### src/rtl/imuvgr_pkg.sv
// Shared constants, types and state codes of the IMU grid resampler.
package imuvgr_pkg;

    localparam int TIME_W   = 48;
    localparam int PER_W    = 20;
    localparam int COMP_W   = 32;
    localparam int MAX_FILL = 16;
    localparam int NAXIS    = 3;

    localparam int DIV_LW = (COMP_W > TIME_W) ? COMP_W : TIME_W;
    localparam int ITER_W = $clog2(DIV_LW + 1);
    localparam int K_W    = $clog2(MAX_FILL + 1);
    localparam int PROD_W = COMP_W + PER_W;
    localparam int IDX_W  = $clog2(NAXIS);

    localparam logic [PER_W-1:0] PERIOD_RESET = PER_W'(10000);

    typedef enum logic [2:0] {
        S_IDLE,
        S_CHECK,
        S_TDIV,
        S_MUL,
        S_SSTART,
        S_SDIV,
        S_EMIT
    } t_state;

    typedef enum logic {
        TM_ALIGN,
        TM_GAP
    } t_tmode;

    typedef enum logic {
        SM_PART,
        SM_COMP
    } t_smode;

    typedef struct packed {
        logic              start;
        logic [PER_W-1:0]  rem_init;
        logic [DIV_LW-1:0] num;
        logic [ITER_W-1:0] iters;
    } t_div_req;

    typedef struct packed {
        logic              busy;
        logic              done;
        logic [DIV_LW-1:0] quot;
        logic [PER_W-1:0]  rem;
    } t_div_rsp;

endpackage

### src/rtl/imuvgr_in_if.sv
// Input sample channel: valid/ready handshake with timestamp and three components.
interface imuvgr_in_if;
    import imuvgr_pkg::*;

    logic                     valid;
    logic                     ready;
    logic [TIME_W-1:0]        sample_time_us;
    logic signed [COMP_W-1:0] comp_x;
    logic signed [COMP_W-1:0] comp_y;
    logic signed [COMP_W-1:0] comp_z;

    modport source (output valid, sample_time_us, comp_x, comp_y, comp_z, input ready);
    modport sink   (input valid, sample_time_us, comp_x, comp_y, comp_z, output ready);
endinterface

### src/rtl/imuvgr_out_if.sv
// Result channel: valid/ready handshake with grid time, components and flags.
interface imuvgr_out_if;
    import imuvgr_pkg::*;

    logic                     valid;
    logic                     ready;
    logic [TIME_W-1:0]        grid_time_us;
    logic signed [COMP_W-1:0] out_x;
    logic signed [COMP_W-1:0] out_y;
    logic signed [COMP_W-1:0] out_z;
    logic                     overrun;
    logic                     last_of_run;

    modport source (output valid, grid_time_us, out_x, out_y, out_z, overrun, last_of_run,
                    input ready);
    modport sink   (input valid, grid_time_us, out_x, out_y, out_z, overrun, last_of_run,
                    output ready);
endinterface

### src/rtl/imuvgr_div.sv
// Shared restoring divider, one quotient bit per cycle, divisor below 2^PER_W.
module imuvgr_div (
    input  logic                                i_clk,
    input  logic                                i_rst_n,
    input  imuvgr_pkg::t_div_req                i_req,
    input  logic [imuvgr_pkg::PER_W-1:0]        i_divisor,
    output imuvgr_pkg::t_div_rsp                o_rsp
);
    import imuvgr_pkg::*;

    logic [ITER_W-1:0] r_cnt, n_cnt;
    logic              r_done, n_done;
    logic [PER_W-1:0]  r_rem, n_rem;
    logic [DIV_LW-1:0] r_low, n_low;

    logic [PER_W:0]    rem2;
    logic [PER_W:0]    dvs;
    logic              ge;

    assign rem2 = {r_rem, r_low[DIV_LW-1]};
    assign dvs  = {1'b0, i_divisor};
    assign ge   = rem2 >= dvs;

    always_comb begin
        n_cnt  = r_cnt;
        n_rem  = r_rem;
        n_low  = r_low;
        n_done = 1'b0;
        if (i_req.start) begin
            n_cnt = i_req.iters;
            n_rem = i_req.rem_init;
            n_low = i_req.num;
        end else if (r_cnt != '0) begin
            n_cnt  = ITER_W'(r_cnt - 1'b1);
            n_rem  = ge ? PER_W'(rem2 - dvs) : rem2[PER_W-1:0];
            n_low  = {r_low[DIV_LW-2:0], ge};
            n_done = (r_cnt == ITER_W'(1));
        end
    end

    always_ff @(posedge i_clk) begin
        if (!i_rst_n) begin
            r_cnt  <= '0;
            r_done <= 1'b0;
        end else begin
            r_cnt  <= n_cnt;
            r_done <= n_done;
        end
    end

    always_ff @(posedge i_clk) begin
        r_rem <= n_rem;
        r_low <= n_low;
    end

    assign o_rsp.busy = (r_cnt != '0);
    assign o_rsp.done = r_done;
    assign o_rsp.quot = r_low;
    assign o_rsp.rem  = r_rem;

endmodule

### src/rtl/imu_vector_grid_resampler_core.sv
// Top level: sequencer and datapath of the time-weighted grid resampler.
//
// Samples enter on i_in (valid/ready, one transaction per sample); grid results
// leave on o_out through an output register. i_cfg_we/i_cfg_wdata write the
// grid period in microseconds; write it only while the block is idle.
// One sample is worked at a time and i_in.ready is high only when idle.
// All divisions run on one shared divider at one bit per cycle:
//   grid alignment or gap division (48 quotient bits),
//   weighting of one component (multiply, 32-bit divide),
//   each weighting pass covering three components.
// A first sample takes an alignment and a weighting pass; one inside the open
// interval a weighting pass; one that completes intervals a gap division, a
// completion pass if partly filled, its results and a weighting pass, and a
// long gap adds another alignment pass. Results of one sample appear at most
// one per cycle, the last with last_of_run set. A stalled receiver holds the
// output register and the sequencer waits in its emit step; nothing is dropped.
// Reset clears the grid state and sets the period to 10000.
module imu_vector_grid_resampler_core (
    input  logic                           i_clk,
    input  logic                           i_rst_n,
    imuvgr_in_if.sink                      i_in,
    imuvgr_out_if.source                   o_out,
    input  logic                           i_cfg_we,
    input  logic [imuvgr_pkg::PER_W-1:0]   i_cfg_wdata
);
    import imuvgr_pkg::*;

    t_state            r_state, n_state;
    t_tmode            r_tmode, n_tmode;
    t_smode            r_smode, n_smode;
    logic [PER_W-1:0]  r_period, n_period;
    logic              r_started, n_started;
    logic [TIME_W-1:0] r_end, n_end;
    logic [PER_W-1:0]  r_filled, n_filled;
    logic [COMP_W-1:0] r_partial [NAXIS];
    logic [COMP_W-1:0] n_partial [NAXIS];
    logic              r_ov, n_ov;
    logic [K_W-1:0]    r_k, n_k;

    logic [TIME_W-1:0] r_t, n_t;
    logic [COMP_W-1:0] r_c [NAXIS];
    logic [COMP_W-1:0] n_c [NAXIS];
    logic [COMP_W-1:0] r_first [NAXIS];
    logic [COMP_W-1:0] n_first [NAXIS];
    logic [IDX_W-1:0]  r_idx, n_idx;
    logic [PER_W-1:0]  r_w, n_w;
    logic [PROD_W-1:0] r_prod, n_prod;
    logic              r_neg, n_neg;
    logic              r_over, n_over;
    logic [K_W-1:0]    r_n, n_n;
    logic [PER_W-1:0]  r_gaprem, n_gaprem;
    logic [TIME_W-1:0] r_o_time, n_o_time;
    logic [COMP_W-1:0] r_o_comp [NAXIS];
    logic [COMP_W-1:0] n_o_comp [NAXIS];
    logic              r_o_over, n_o_over;
    logic              r_o_last, n_o_last;

    t_div_req          div_req;
    t_div_rsp          div_rsp;

    logic [PER_W-1:0]  p_eff;
    logic [TIME_W-1:0] back;
    logic [TIME_W-1:0] gap;
    logic [TIME_W-1:0] quot_t;
    logic [COMP_W-1:0] c_sel;
    logic [COMP_W-1:0] abs_c;
    logic [COMP_W-1:0] q_sc;
    logic [COMP_W-1:0] res_sc;
    logic [COMP_W:0]   sum;
    logic [COMP_W-1:0] sat_v;
    logic [PER_W-1:0]  comp_w;
    logic              last_k;
    logic              out_free;

    imuvgr_div u_div (
        .i_clk     (i_clk),
        .i_rst_n   (i_rst_n),
        .i_req     (div_req),
        .i_divisor (p_eff),
        .o_rsp     (div_rsp)
    );

    assign p_eff   = (r_period == '0) ? PER_W'(1) : r_period;
    assign back    = r_end - r_t;
    assign gap     = r_t - r_end;
    assign quot_t  = div_rsp.quot[TIME_W-1:0];
    assign c_sel   = r_c[r_idx];
    assign abs_c   = c_sel[COMP_W-1] ? COMP_W'(~c_sel + 1'b1) : c_sel;
    assign q_sc    = div_rsp.quot[COMP_W-1:0];
    assign res_sc  = r_neg ? COMP_W'(~q_sc + 1'b1) : q_sc;
    assign sum     = {r_partial[r_idx][COMP_W-1], r_partial[r_idx]} + {res_sc[COMP_W-1], res_sc};
    assign comp_w  = (r_filled >= p_eff) ? '0 : PER_W'(p_eff - r_filled);
    assign last_k  = (K_W'(r_k + 1'b1) == r_n);
    assign out_free = !r_ov || o_out.ready;

    always_comb begin
        unique case (sum[COMP_W:COMP_W-1])
            2'b01:   sat_v = {1'b0, {(COMP_W-1){1'b1}}};
            2'b10:   sat_v = {1'b1, {(COMP_W-1){1'b0}}};
            default: sat_v = sum[COMP_W-1:0];
        endcase
    end

    always_comb begin
        n_state   = r_state;
        n_tmode   = r_tmode;
        n_smode   = r_smode;
        n_period  = r_period;
        n_started = r_started;
        n_end     = r_end;
        n_filled  = r_filled;
        n_partial = r_partial;
        n_ov      = r_ov;
        n_k       = r_k;
        n_t       = r_t;
        n_c       = r_c;
        n_first   = r_first;
        n_idx     = r_idx;
        n_w       = r_w;
        n_prod    = r_prod;
        n_neg     = r_neg;
        n_over    = r_over;
        n_n       = r_n;
        n_gaprem  = r_gaprem;
        n_o_time  = r_o_time;
        n_o_comp  = r_o_comp;
        n_o_over  = r_o_over;
        n_o_last  = r_o_last;
        div_req   = '0;

        if (i_cfg_we) n_period = i_cfg_wdata;
        if (r_ov && o_out.ready) n_ov = 1'b0;

        unique case (r_state)
            S_IDLE: begin
                if (i_in.valid) begin
                    n_t     = i_in.sample_time_us;
                    n_c[0]  = i_in.comp_x;
                    n_c[1]  = i_in.comp_y;
                    n_c[2]  = i_in.comp_z;
                    n_state = S_CHECK;
                end
            end
            S_CHECK: begin
                if (!r_started) begin
                    div_req.start = 1'b1;
                    div_req.num   = DIV_LW'(r_t) << (DIV_LW - TIME_W);
                    div_req.iters = ITER_W'(TIME_W);
                    n_tmode       = TM_ALIGN;
                    n_state       = S_TDIV;
                end else if (r_t < r_end) begin
                    if (back > TIME_W'(p_eff)) begin
                        n_state = S_IDLE;
                    end else begin
                        n_w     = PER_W'(p_eff - back[PER_W-1:0]);
                        n_smode = SM_PART;
                        n_idx   = '0;
                        n_state = S_MUL;
                    end
                end else begin
                    div_req.start = 1'b1;
                    div_req.num   = DIV_LW'(gap) << (DIV_LW - TIME_W);
                    div_req.iters = ITER_W'(TIME_W);
                    n_tmode       = TM_GAP;
                    n_state       = S_TDIV;
                end
            end
            S_TDIV: begin
                if (div_rsp.done) begin
                    if (r_tmode == TM_ALIGN) begin
                        n_end     = r_t - TIME_W'(div_rsp.rem) + TIME_W'(p_eff);
                        n_started = 1'b1;
                        n_w       = div_rsp.rem;
                        n_smode   = SM_PART;
                        n_idx     = '0;
                        n_state   = S_MUL;
                    end else begin
                        n_over   = quot_t >= TIME_W'(MAX_FILL);
                        n_n      = (quot_t >= TIME_W'(MAX_FILL)) ? K_W'(MAX_FILL)
                                                                : K_W'(quot_t[K_W-1:0] + 1'b1);
                        n_gaprem = div_rsp.rem;
                        n_k      = '0;
                        if (r_filled != '0) begin
                            n_w     = comp_w;
                            n_smode = SM_COMP;
                            n_idx   = '0;
                            n_state = S_MUL;
                        end else begin
                            n_first = r_c;
                            n_state = S_EMIT;
                        end
                    end
                end
            end
            S_MUL: begin
                n_prod  = abs_c * r_w;
                n_neg   = c_sel[COMP_W-1];
                n_state = S_SSTART;
            end
            S_SSTART: begin
                div_req.start    = 1'b1;
                div_req.rem_init = r_prod[PROD_W-1:COMP_W];
                div_req.num      = DIV_LW'(r_prod[COMP_W-1:0]) << (DIV_LW - COMP_W);
                div_req.iters    = ITER_W'(COMP_W);
                n_state          = S_SDIV;
            end
            S_SDIV: begin
                if (div_rsp.done) begin
                    if (r_smode == SM_PART) n_partial[r_idx] = res_sc;
                    else                    n_first[r_idx]   = sat_v;
                    if (r_idx == IDX_W'(NAXIS - 1)) begin
                        if (r_smode == SM_PART) begin
                            n_filled = r_w;
                            n_state  = S_IDLE;
                        end else begin
                            n_k     = '0;
                            n_state = S_EMIT;
                        end
                    end else begin
                        n_idx   = IDX_W'(r_idx + 1'b1);
                        n_state = S_MUL;
                    end
                end
            end
            S_EMIT: begin
                if (out_free) begin
                    n_ov     = 1'b1;
                    n_o_time = r_end;
                    n_o_comp = (r_k == '0) ? r_first : r_c;
                    n_o_over = r_over && last_k;
                    n_o_last = last_k;
                    n_end    = r_end + TIME_W'(p_eff);
                    n_filled = '0;
                    n_k      = K_W'(r_k + 1'b1);
                    if (last_k) begin
                        if (r_over) begin
                            div_req.start = 1'b1;
                            div_req.num   = DIV_LW'(r_t) << (DIV_LW - TIME_W);
                            div_req.iters = ITER_W'(TIME_W);
                            n_tmode       = TM_ALIGN;
                            n_state       = S_TDIV;
                        end else begin
                            n_w     = r_gaprem;
                            n_smode = SM_PART;
                            n_idx   = '0;
                            n_state = S_MUL;
                        end
                    end
                end
            end
            default: n_state = S_IDLE;
        endcase
    end

    always_ff @(posedge i_clk) begin
        if (!i_rst_n) begin
            r_state   <= S_IDLE;
            r_tmode   <= TM_ALIGN;
            r_smode   <= SM_PART;
            r_period  <= PERIOD_RESET;
            r_started <= 1'b0;
            r_end     <= '0;
            r_filled  <= '0;
            r_partial <= '{default: '0};
            r_ov      <= 1'b0;
            r_k       <= '0;
        end else begin
            r_state   <= n_state;
            r_tmode   <= n_tmode;
            r_smode   <= n_smode;
            r_period  <= n_period;
            r_started <= n_started;
            r_end     <= n_end;
            r_filled  <= n_filled;
            r_partial <= n_partial;
            r_ov      <= n_ov;
            r_k       <= n_k;
        end
    end

    always_ff @(posedge i_clk) begin
        r_t      <= n_t;
        r_c      <= n_c;
        r_first  <= n_first;
        r_idx    <= n_idx;
        r_w      <= n_w;
        r_prod   <= n_prod;
        r_neg    <= n_neg;
        r_over   <= n_over;
        r_n      <= n_n;
        r_gaprem <= n_gaprem;
        r_o_time <= n_o_time;
        r_o_comp <= n_o_comp;
        r_o_over <= n_o_over;
        r_o_last <= n_o_last;
    end

    assign i_in.ready         = (r_state == S_IDLE);
    assign o_out.valid        = r_ov;
    assign o_out.grid_time_us = r_o_time;
    assign o_out.out_x        = r_o_comp[0];
    assign o_out.out_y        = r_o_comp[1];
    assign o_out.out_z        = r_o_comp[2];
    assign o_out.overrun      = r_o_over;
    assign o_out.last_of_run  = r_o_last;

    a_div_idle_on_start: assert property (@(posedge i_clk) disable iff (!i_rst_n)
        div_req.start |-> !div_rsp.busy)
        else $error("divider started while busy");

    a_emit_count: assert property (@(posedge i_clk) disable iff (!i_rst_n)
        (r_state == S_EMIT) |-> (r_k < r_n))
        else $error("emit counter past result count");

    a_accept_to_check: assert property (@(posedge i_clk) disable iff (!i_rst_n)
        (i_in.valid && i_in.ready) |=> (r_state == S_CHECK))
        else $error("accepted transaction not taken up");

    a_overrun_last: assert property (@(posedge i_clk) disable iff (!i_rst_n)
        o_out.valid |-> (!o_out.overrun || o_out.last_of_run))
        else $error("overrun on a result that is not last");

endmodule
### src/flat_wrapper.sv
// flat-port wrapper written by rule: the top's interface ports become plain ports
module imu_vector_grid_resampler_core_flat import imuvgr_pkg::*;
  (i_clk, i_rst_n, i_cfg_we, i_cfg_wdata, i_in_valid, i_in_sample_time_us, i_in_comp_x, i_in_comp_y, i_in_comp_z, i_in_ready, o_out_valid, o_out_grid_time_us, o_out_out_x, o_out_out_y, o_out_out_z, o_out_overrun, o_out_last_of_run, o_out_ready);
  imuvgr_in_if i_in_i ();
  imuvgr_out_if o_out_i ();
  input  logic i_clk;
  input  logic i_rst_n;
  input  logic i_cfg_we;
  input  logic [imuvgr_pkg::PER_W-1:0] i_cfg_wdata;
  input wire logic [$bits(i_in_i.valid)-1:0] i_in_valid;
  input wire logic [$bits(i_in_i.sample_time_us)-1:0] i_in_sample_time_us;
  input wire logic [$bits(i_in_i.comp_x)-1:0] i_in_comp_x;
  input wire logic [$bits(i_in_i.comp_y)-1:0] i_in_comp_y;
  input wire logic [$bits(i_in_i.comp_z)-1:0] i_in_comp_z;
  output wire logic [$bits(i_in_i.ready)-1:0] i_in_ready;
  output wire logic [$bits(o_out_i.valid)-1:0] o_out_valid;
  output wire logic [$bits(o_out_i.grid_time_us)-1:0] o_out_grid_time_us;
  output wire logic [$bits(o_out_i.out_x)-1:0] o_out_out_x;
  output wire logic [$bits(o_out_i.out_y)-1:0] o_out_out_y;
  output wire logic [$bits(o_out_i.out_z)-1:0] o_out_out_z;
  output wire logic [$bits(o_out_i.overrun)-1:0] o_out_overrun;
  output wire logic [$bits(o_out_i.last_of_run)-1:0] o_out_last_of_run;
  input wire logic [$bits(o_out_i.ready)-1:0] o_out_ready;
  assign i_in_i.valid = i_in_valid;
  assign i_in_i.sample_time_us = i_in_sample_time_us;
  assign i_in_i.comp_x = i_in_comp_x;
  assign i_in_i.comp_y = i_in_comp_y;
  assign i_in_i.comp_z = i_in_comp_z;
  assign i_in_ready = i_in_i.ready;
  assign o_out_valid = o_out_i.valid;
  assign o_out_grid_time_us = o_out_i.grid_time_us;
  assign o_out_out_x = o_out_i.out_x;
  assign o_out_out_y = o_out_i.out_y;
  assign o_out_out_z = o_out_i.out_z;
  assign o_out_overrun = o_out_i.overrun;
  assign o_out_last_of_run = o_out_i.last_of_run;
  assign o_out_i.ready = o_out_ready;
  imu_vector_grid_resampler_core u_core (.i_clk(i_clk), .i_rst_n(i_rst_n), .i_in(i_in_i), .o_out(o_out_i), .i_cfg_we(i_cfg_we), .i_cfg_wdata(i_cfg_wdata));
endmodule
### config.mk
export PLATFORM = sky130hd
export DESIGN_NAME = imu_vector_grid_resampler_core_flat
export DESIGN_NICKNAME = d
export VERILOG_FILES = /design/src/rtl/imuvgr_pkg.sv /design/src/rtl/imuvgr_in_if.sv /design/src/rtl/imuvgr_out_if.sv /design/src/rtl/imuvgr_div.sv /design/src/rtl/imu_vector_grid_resampler_core.sv /design/src/flat_wrapper.sv
export SDC_FILE = /design/constraint.sdc
export NUM_CORES = 2
export LEC_CHECK = 0
export BUFFER_PORTS_ARGS = -buffer_cell sky130_fd_sc_hd__buf_4
export CAP_MARGIN = 25
export CORE_UTILIZATION = 30
export DETAILED_ROUTE_END_ITERATION = 6
export GPL_TIMING_DRIVEN = 0
export PLACE_DENSITY_LB_ADDON = 0.3
export SLEW_MARGIN = 0
export SYNTH_ARGS = -nofsm -noshare
export SYNTH_HDL_FRONTEND = slang
export SYNTH_HIERARCHICAL = 1
export SYNTH_SLANG_ARGS = --single-unit
### constraint.sdc
create_clock -name i_clk -period 12.8 [get_ports i_clk]
set_input_delay 1.92 -clock i_clk [delete_from_list [all_inputs] [get_ports i_clk]]
set_output_delay 1.92 -clock i_clk [all_outputs]
set_load 0.01 [all_outputs]
==> results.json <==
{
  "topRoutingLayerUsed": "met5",
  "dieArea_mm2": 0.2289,
  "worstSetupEndpointType": "flop",
  "ys_types": 95,
  "ios": 317,
  "layout.nets": 8871,
  "grt_pass1_wl_um": 386500,
  "utilization": 0.3454,
  "finalCritPeriodShare": 0.9525,
  "core_area_mm2": 0.2251,
  "layout_common_cells": "918 x inv_1, 709 x nand2_1, 563 x fa_1",
  "cts_root_buf": "clkbuf_16",
  "n_fill_cell": 23276,
  "rsz0062_at_grt": "no",
  "critPathKind": "reg -> reg",
  "maxSlewHeadroom": 0.2471,
  "synth_edf_count": 555,
  "netlist_instances": 7255,
  "cts_setup_buffers": 0,
  "setup_violations": 0,
  "chipWidth_um": 478.5,
  "post_cts_resize_count": 0,
  "overflow": 0,
  "multiInputGateArea_mm2": 0.04235,
  "layout-drive-gt1-share": 0.09270,
  "hold_path_class": "reg -> reg",
  "clock_skew_ns": 0.03779,
  "drc": 58,
  "synth_warnings": 6,
  "grtUsageTotal": 0.2292,
  "hold_depth": 2,
  "m1WireLength_um": 114100,
  "antenna_found_initial": 15,
  "final_common_cell": "inv_1",
  "routedWlPerCell_um": 24.81,
  "hold_violations": 0,
  "dr_wl_met2_um": 122600,
  "drt_iter0_markers": 5712,
  "drv_slew": 0,
  "async_flop_share": 0,
  "r2r_cells": 35,
  "cts_tree": "done",
  "hpwl_um": 216500,
  "worst_path_most_repeated_cell": "fa_1",
  "failed_checks": "DRC",
  "max_freq_mhz": 82.02,
  "cp_slowest_cell": "xor2_1",
  "start_util": 0.3025,
  "worstPathArrival_ns": 12.65,
  "syn_area_mm2": 0.06811,
  "htreeDepth": 3,
  "cap_violations": 0,
  "clk_pin_slew_ns": 0.06,
  "first_global_vias": 56664,
  "routed_wl_um": 267200,
  "cts_buffers": 88,
  "viasPerCell": 5.263,
  "worstMarginPinSlew_ns": 1.118,
  "die_h_um": 478.5,
  "synth-main-ff-cell": "edfxtp_1",
  "gp_congestion": 0.9653,
  "vias": 56671,
  "drtAntennaViolNets": 0,
  "slowest_delay_ns": 0.64,
  "cts_buffer_depth": 3,
  "grt_max_degree": 83,
  "cts_hold_buffers": 0,
  "postSynthAreaPerCell_um2": 9.388,
  "required_ns": 13.26,
  "fp-row-count": 174,
  "insertion_delay_ns": 0.73,
  "period_needed_ns": 12.19,
  "cp_max_fo": 10,
  "synth.yosys.seq_area_share": 0.3044,
  "firstDrtPassIters": 7,
  "synthToLayoutAreaGrowth_pct": 14.15,
  "status": "complete, but fails checks",
  "ys_ff_latch": 758,
  "ff_latch_area_mm2": 0.02073,
  "io_buffers": 315,
  "start_kind": "flop",
  "wl_met3_um": 20610,
  "clock_sinks": 758
}
-- logic make-up after synthesis --
| kind of cell | count (synthesis) | share of synthesized area |
|---|---|---|
| buffers and inverters | 1334 | 0.07483 |
| adder cells (fa/ha/maj) | 1011 | 0.2478 |
| AO/OA/AOI/OAI | 1569 | 0.1485 |
| other | 1 | 0.00005506 |
| multiplexers | 268 | 0.04209 |
| flip-flops | 758 | 0.3044 |
| AND/OR/NAND/NOR | 1999 | 0.1419 |
| XOR/XNOR | 315 | 0.04051 |
-- worst paths after layout --
kind,from,endpoint,slack (ns)
min reg2reg,u_core/r_filled[15]$_SDFFE_PN0P_,u_core/r_filled[15]$_SDFFE_PN0P_,0.48
min,u_core/r_filled[15]$_SDFFE_PN0P_,u_core/r_filled[15]$_SDFFE_PN0P_,0.48
max,u_core/r_idx[0]$_SDFFCE_PN0P_,u_core/r_prod[50]$_DFFE_PN_,0.61
max reg2reg,u_core/r_idx[0]$_SDFFCE_PN0P_,u_core/r_prod[50]$_DFFE_PN_,0.61
-- synth_stat cells (35+ instances only) --
master,n,area share
a21o_1,164,0.018
nor4_1,35,0.0032
mux2i_1,121,0.018
a31oi_1,49,0.0045
clkbuf_1,353,0.019
nor3_1,83,0.0061
nand2b_1,56,0.0051
nor2_1,383,0.021
inv_1,918,0.051
a211oi_1,156,0.017
and2_1,373,0.034
a21oi_1,425,0.031
nor2b_1,40,0.0037
o21bai_1,40,0.0044
o21ai_0,358,0.026
edfxtp_1,555,0.24
nand3_1,118,0.0087
ha_1,448,0.082
mux2_2,147,0.024
xor2_1,154,0.020
xnor2_1,161,0.021
nand2_1,709,0.039
fa_1,563,0.17
o21a_1,42,0.0046
dfxtp_1,203,0.060
a22oi_1,38,0.0042
nand4_1,61,0.0056
-- worst max-delay path, delay by kind of cell (launching register included) --
family,cells,cell delay [ns]
fa+ha+maj,9,4.10
buf+inv,11,2.92
compound gates,7,2.10
simple gates,6,1.40
xor+xnor,2,0.76
flops,1,0.59
-- per-layer routing --
layer,vias up,track usage
met5,-,0
met4,14,0.08093
met3,384,0.04192
met2,2337,0.3689
met1,28315,0.3064
li1,25621,-
-- state kept, by name, indices dropped and copies added, names as in the netlist, 32 cells and up --
signal and cells:
u_core/r_c 96, u_core/r_first 96, u_core/r_partial 96, u_core/r_prod 52
u_core/o_out.grid_time_us 48, u_core/r_end 48, u_core/r_t 48, u_core/u_div/r_low 48
u_core/o_out.out_x 32, u_core/o_out.out_y 32, u_core/o_out.out_z 32
-- layout make-up --
cell class / count / area share
antenna: 9 / 0.0002897
buffer: 413 / 0.02110
clock buffer: 114 / 0.03172
clock inverter: 52 / 0.006599
inverter: 921 / 0.04453
multi-input combinational: 5166 / 0.5447
sequential: 758 / 0.2666
tap: 2992 / 0.04815
timing repair buffer: 343 / 0.03626
-- stage by stage --
step / hold slack [ns] / setup TNS (ns) / std cells / cell area, um^2 / setup WS, ns
6_report: 0.4799 / 0 / 10768 / 77740 / 0.6076
5_1_grt: 0.4927 / 0 / 10762 / 77730 / 0.05643
4_1_cts: 0.4782 / 0 / 10757 / 77680 / 0.6852
3_5_place_dp: 0.4670 / 0 / 10591 / 74700 / 0.7408
3_3_place_gp: 0.4581 / -254.23 / 10565 / 74230 / -3.727
2_1_floorplan: 0.4367 / 0 / 7258 / 68120 / 2.683
Power is not shown: default switching activity piles up to over one toggle a cycle in this logic, so the estimate is an artifact.
